<file path="src/design/scp_pkg.sv">
`timescale 1ns / 1ps
package scp_pkg;

    localparam int NUM_VARS    = 64;
    localparam int NUM_CLAUSES = 64;
    localparam int VAW         = $clog2(NUM_VARS);
    localparam int CAW         = $clog2(NUM_CLAUSES);
    localparam int CNTW        = 7;

    typedef enum logic [2:0] {
        CMD_ADD      = 3'd0,
        CMD_ASSIGN   = 3'd1,
        CMD_UNASSIGN = 3'd2,
        CMD_COUNT    = 3'd3,
        CMD_CLEAR    = 3'd4
    } t_cmd;

    typedef enum logic [2:0] {
        S_IDLE,
        S_SWEEP,
        S_UNIT_RD,
        S_UNIT_EX,
        S_FLUSH
    } t_state;

    typedef struct packed {
        logic [2:0]      command;
        logic [VAW-1:0]  var_index;
        logic [CAW-1:0]  clause_index;
        logic            is_positive;
        logic            assign_value;
        logic [CNTW-1:0] free_limit;
    } t_in;

    typedef struct packed {
        logic            unit_valid;
        logic [VAW-1:0]  unit_var;
        logic [CAW-1:0]  reason_clause;
        logic [CNTW-1:0] pos_count;
        logic [CNTW-1:0] neg_count;
        logic            conflict;
        logic            all_sat;
        logic            last;
    } t_out;

    typedef struct packed {
        logic [NUM_VARS-1:0] pos;
        logic [NUM_VARS-1:0] neg;
        logic [NUM_VARS-1:0] uns;
        logic [NUM_VARS-1:0] sat;
    } t_clause;

    typedef struct packed {
        logic [2:0]          cmd;
        logic [NUM_VARS-1:0] bitsel;
        logic                is_target;
        logic                is_positive;
        logic                side_val;
        logic                go;
        logic                in_use;
        logic [CNTW-1:0]     limit;
    } t_eval_ctl;

    typedef struct packed {
        t_clause        rec;
        logic           conflict_hit;
        logic           unsat;
        logic           pos_hit;
        logic           neg_hit;
        logic           unit;
        logic [VAW-1:0] unit_var;
    } t_eval_res;

endpackage

</file>
<file path="src/design/scp_clause_eval.sv">
`timescale 1ns / 1ps
module scp_clause_eval
    import scp_pkg::*;
(
    input  t_clause   i_rec,
    input  t_eval_ctl i_ctl,
    output t_eval_res o_res
);

    function automatic logic [CNTW-1:0] popcount(input logic [NUM_VARS-1:0] v);
        logic [CNTW-1:0] n;
        n = '0;
        for (int i = 0; i < NUM_VARS; i++) begin
            n = n + CNTW'(v[i]);
        end
        return n;
    endfunction

    function automatic logic [VAW-1:0] lowest(input logic [NUM_VARS-1:0] v);
        logic [VAW-1:0] idx;
        idx = '0;
        for (int i = NUM_VARS - 1; i >= 0; i--) begin
            if (v[i]) begin
                idx = VAW'(i);
            end
        end
        return idx;
    endfunction

    t_clause             rec;
    logic [NUM_VARS-1:0] side;
    logic [NUM_VARS-1:0] other;
    logic                one_left;

    always_comb begin
        rec   = i_rec;
        side  = i_ctl.side_val ? i_rec.pos : i_rec.neg;
        other = i_ctl.side_val ? i_rec.neg : i_rec.pos;
        case (t_cmd'(i_ctl.cmd))
            CMD_ADD: begin
                if (i_ctl.is_target) begin
                    if (i_ctl.is_positive) begin
                        rec.pos = rec.pos | i_ctl.bitsel;
                    end else begin
                        rec.neg = rec.neg | i_ctl.bitsel;
                    end
                    rec.uns = rec.uns | i_ctl.bitsel;
                end
            end
            CMD_ASSIGN: begin
                if (i_ctl.go) begin
                    if ((side & i_ctl.bitsel) != '0) begin
                        rec.uns = rec.uns & ~i_ctl.bitsel;
                        rec.sat = rec.sat | i_ctl.bitsel;
                    end
                    if ((other & i_ctl.bitsel) != '0) begin
                        rec.uns = rec.uns & ~i_ctl.bitsel;
                    end
                end
            end
            CMD_UNASSIGN: begin
                if ((side & i_ctl.bitsel) != '0) begin
                    rec.sat = rec.sat & ~i_ctl.bitsel;
                end
                if (((rec.pos | rec.neg) & i_ctl.bitsel) != '0) begin
                    rec.uns = rec.uns | i_ctl.bitsel;
                end
            end
            default: begin
            end
        endcase
    end

    always_comb begin
        one_left           = (rec.uns != '0) && ((rec.uns & (rec.uns - 1'b1)) == '0);
        o_res.rec          = rec;
        o_res.unsat        = i_ctl.in_use && (rec.sat == '0);
        o_res.conflict_hit = (t_cmd'(i_ctl.cmd) == CMD_ASSIGN) && i_ctl.go && o_res.unsat
                             && ((other & i_ctl.bitsel) != '0) && (rec.uns == '0);
        o_res.unit         = (t_cmd'(i_ctl.cmd) == CMD_ASSIGN) && i_ctl.go && o_res.unsat
                             && ((other & i_ctl.bitsel) != '0) && one_left;
        o_res.unit_var     = lowest(rec.uns);
        o_res.pos_hit      = (t_cmd'(i_ctl.cmd) == CMD_COUNT) && o_res.unsat
                             && (popcount(rec.uns) <= i_ctl.limit)
                             && ((rec.pos & i_ctl.bitsel) != '0);
        o_res.neg_hit      = (t_cmd'(i_ctl.cmd) == CMD_COUNT) && o_res.unsat
                             && (popcount(rec.uns) <= i_ctl.limit)
                             && ((rec.neg & i_ctl.bitsel) != '0);
    end

endmodule

</file>
<file path="config.mk">
export PLATFORM = sky130hd
export DESIGN_NAME = scp_clause_eval
export DESIGN_NICKNAME = d
export VERILOG_FILES = /design/src/design/scp_pkg.sv /design/src/design/scp_clause_eval.sv
export SDC_FILE = /design/constraint.sdc
export NUM_CORES = 1
export LEC_CHECK = 0
export BUFFER_PORTS_ARGS = -buffer_cell sky130_fd_sc_hd__buf_4
export CAP_MARGIN = 25
export CELL_PAD_IN_SITES_DETAIL_PLACEMENT = 1
export CELL_PAD_IN_SITES_GLOBAL_PLACEMENT = 2
export CORE_AREA = 3 3 236 238
export DETAILED_ROUTE_END_ITERATION = 12
export DIE_AREA = 0 0 239 241
export GPL_ROUTABILITY_DRIVEN = 0
export MAX_ROUTING_LAYER = met4
export PLACE_DENSITY_LB_ADDON = 0.1
export SETUP_SLACK_MARGIN = 0.5
export SLEW_MARGIN = 5
export SYNTH_ARGS = -nofsm -noshare
export SYNTH_HDL_FRONTEND = slang
export SYNTH_SLANG_ARGS = --single-unit
</file>
<file path="constraint.sdc">
create_clock -name vclk -period 29.8
set_input_delay 0 -clock vclk [all_inputs]
set_output_delay 0 -clock vclk [all_outputs]
set_load 0.02 [all_outputs]
</file>
==> key figures <==
Outcome
  • Run status: finished, final reports clean

GRT
  • Pin count of the biggest net entering global routing: 90
  • First-pass GRT wire length: 144,000 um
  • Number of global-route vias before repair: 17,900
  • Leftover overflow at the end of global routing: 0
  • GRT Resource Usage Total: a little over a third
  • Antenna violations before repair: 8

Route
  • Number of detailed-routing iterations run before antenna repair: 5
  • Sum of routed wire length over all layers: around 110,000 um
  • Drt initial violations: between 1,500 and 2,000
  • Post-detailed-route DRC marker count: 0
  • Via count: ~18,000
  • Via density per instance: slightly above 6
  • Routed length per placed instance: roughly 37 um
  • Number of routed nets with antenna violations: 0

STA
  • Fmax: approximately 0.080 GHz
  • Number of pins exceeding their max-slew limit in the final report: 0
  • Unrepaired setup endpoints after global routing: no
  • Period Utilization, post-route: a little over two fifths
  • Count of final hold-check violations: 0
  • Final min period: 12.58 ns
  • Worst-margin pin slew: 1.04 ns
  • Relative slew slack: between 30% and 40%
  • Setup Viol. Count Final: 0
  • Setup total negative slack: 0 ns

Finish
  • Combined flip-flop and latch cell area: 0 um2
  • FILL cells: between 6,000 and 7,000
  • Fraction of final layout cells sized beyond drive strength 1: a little under a third
  • Final std cells w/o fill: approximately 2,900
  • Final Net Count: roughly 2,600
  • Top library cells by usage in the layout, fill and taps aside: sky130_fd_sc_hd__buf_4 (627), sky130_fd_sc_hd__a21oi_1 (233), sky130_fd_sc_hd__inv_1 (183)
  • Summed area of non-filler cells in the final layout: ~17,000 um2
  • Commonest non-fill, non-tap cell in the layout: sky130_fd_sc_hd__buf_4
  • Clk_buf instances: 0
  • Synthesis-to-finish area growth: 42.6%
  • FFs & Latches: 0
  • Utilization of the core after routing: a little under a third
  • Multi-input gate area in the final layout: 10,300 um2

Place
  • Port buffer count: between 600 and 700
  • Detail Placement HPWL: approximately 90,000 um
  • Placed cell area: 16,600 um2
  • Cell count after placement: 2,923

Floorplan
  • Initial core utilization: between 20% and 30%
  • I/O pin count: ~600
  • Die Ht: 241 um
  • Standard-cell rows: 85
  • Die footprint: ~58,000 um2
  • Chip Width: ~240 um
  • Core area: between 50,000 and 60,000 um2

Worst setup path
  • Required time of the worst setup path: 29.80 ns
  • Start point of the critical path: i_ctl[9]
  • Library cell contributing the largest single delay on the critical path: sky130_fd_sc_hd__or4_1
  • Category of the worst setup path launch point: input port
  • Cell repeated most along the worst path: sky130_fd_sc_hd__fa_1
  • Startpoint-to-endpoint class of the critical path: input port to primary output
  • CP max stage delay: between 0.9 and 1 ns
  • Biggest fanout along the worst timing path: between 70 and 80
  • Element type at the critical path end: primary output
  • Arrival time at the worst endpoint: about 13 ns

Logic synthesis
  • Post-synthesis average cell area: approximately 6.6 um2
  • Largest area contributor in the synthesized netlist: sky130_fd_sc_hd__a21oi_1
  • Syn Inst Count: about 1,800
  • Share of Yosys cell area claimed by the top area cell type: about a tenth
  • Mapped Nets: ~2,200
  • Sequential-to-total area share from yosys stat: 0%
  • Synth cell types: 86
  • Netlist area before placement: between 10,000 and 15,000 um2
  • Leading cell types by total area after synthesis: sky130_fd_sc_hd__a21oi_1 (10%), sky130_fd_sc_hd__fa_1 (9.3%), sky130_fd_sc_hd__mux2i_1 (8.1%)
  • Synth warnings: 0

Hold path
  • Classification of the worst-slack hold path: input port to primary output
  • Worst Hold Depth: 3
  • Source of the worst hold timing path: i_rec[209]
  • Worst Hold End: o_res[220]

Power and ir drop
  • Standby leakage power: 8.06 nW
  • Power per unit of standard cell area: slightly below 100 nW/um2
  • Max IR drop VDD: 0.000344 V

Job
  • Maximum capacitance violations: 0

Clock tree
  • Post-CTS Setup Repair Bufs: 0
  • CTS Hold Buffers Added: 0
  • CTS resizes: 0
-- layer usage --
metal / GRT usage [%] / part of all wire, %
met5: - / 0
met4: 15.8 / 5.4
met3: 4.23 / 6.1
met2: 62.1 / 49
met1: 42.4 / 40
-- final cells by class --
cell class	count	share of cell area, %
antenna	9	0.136
inverter	183	4.14
multi-input combinational	1417	62.0
tap	696	5.25
timing repair buffer	628	28.4
-- per-stage QoR --
stage / setup WS (ns) / power [mW] / hold slack (ns)
after floorplan: 19.79 / 1.17 / 0.150
after global placement: 17.50 / 1.63 / 0.329
after detailed placement: 17.29 / 1.67 / 0.337
after CTS: 17.28 / 1.68 / 0.338
after global routing: 16.63 / 1.88 / 0.352
final: 17.22 / 1.63 / 0.337
-- Yosys cell counts (10+ instances only) --
cell,n
sky130_fd_sc_hd__a211oi_1,14
sky130_fd_sc_hd__a21o_1,109
sky130_fd_sc_hd__a21oi_1,233
sky130_fd_sc_hd__a221o_1,26
sky130_fd_sc_hd__a22o_1,33
sky130_fd_sc_hd__a22oi_1,64
sky130_fd_sc_hd__a2bb2oi_1,14
sky130_fd_sc_hd__a31o_2,28
sky130_fd_sc_hd__a31oi_1,26
sky130_fd_sc_hd__and2_1,10
sky130_fd_sc_hd__buf_1,16
sky130_fd_sc_hd__buf_6,10
sky130_fd_sc_hd__clkbuf_1,115
sky130_fd_sc_hd__fa_1,54
sky130_fd_sc_hd__ha_1,25
sky130_fd_sc_hd__inv_1,183
sky130_fd_sc_hd__mux2_1,15
sky130_fd_sc_hd__mux2_2,17
sky130_fd_sc_hd__mux2i_1,94
sky130_fd_sc_hd__nand2_1,91
sky130_fd_sc_hd__nand3_1,40
sky130_fd_sc_hd__nand4_1,18
sky130_fd_sc_hd__nor2_1,95
sky130_fd_sc_hd__nor2b_1,23
sky130_fd_sc_hd__nor3_1,12
sky130_fd_sc_hd__nor4_1,31
sky130_fd_sc_hd__o21ai_0,102
sky130_fd_sc_hd__o21bai_1,10
sky130_fd_sc_hd__o22ai_1,74
sky130_fd_sc_hd__o31ai_1,13
sky130_fd_sc_hd__or4_1,13
-- power by group --
group	leakage (nW)	switching, mW	internal (mW)
combinational	8.06	0.902	0.728
sequential	0	0	0
clock	0.0000570	0	0.0000000288
-- worst max path at each step --
stage	cells after the start	to	slack, ns
2_1_floorplan	38	o_res[7]	19.79
4_1_cts	34	o_res[7]	17.28
5_1_grt	34	o_res[8]	16.63
3_3_place_gp	38	o_res[8]	17.50
3_5_place_dp	34	o_res[7]	17.29
6_report	34	o_res[7]	17.22
-- cell families (layout without fill, tap and decap cells) --
family                   after synthesis  in the layout  synth area share (%)
multiplexers                         128            128                  11.4
other                                  0              9                     0
buffers and inverters                335            811                  11.8
XOR/XNOR                               5              5                 0.376
AND/OR/NAND/NOR                      374            374                  16.7
AO/OA/AOI/OAI                        830            830                  47.6
adder cells (fa/ha/maj)               80             80                  12.1
-- critical path: cells and delay by family --
kind            cells  cell delay, ns
simple gates        9            3.68
buf+inv             5            1.77
fa+ha+maj          11            4.96
mux                 1            0.27
compound gates      8            1.74
Power figures use the tool's default switching activity.
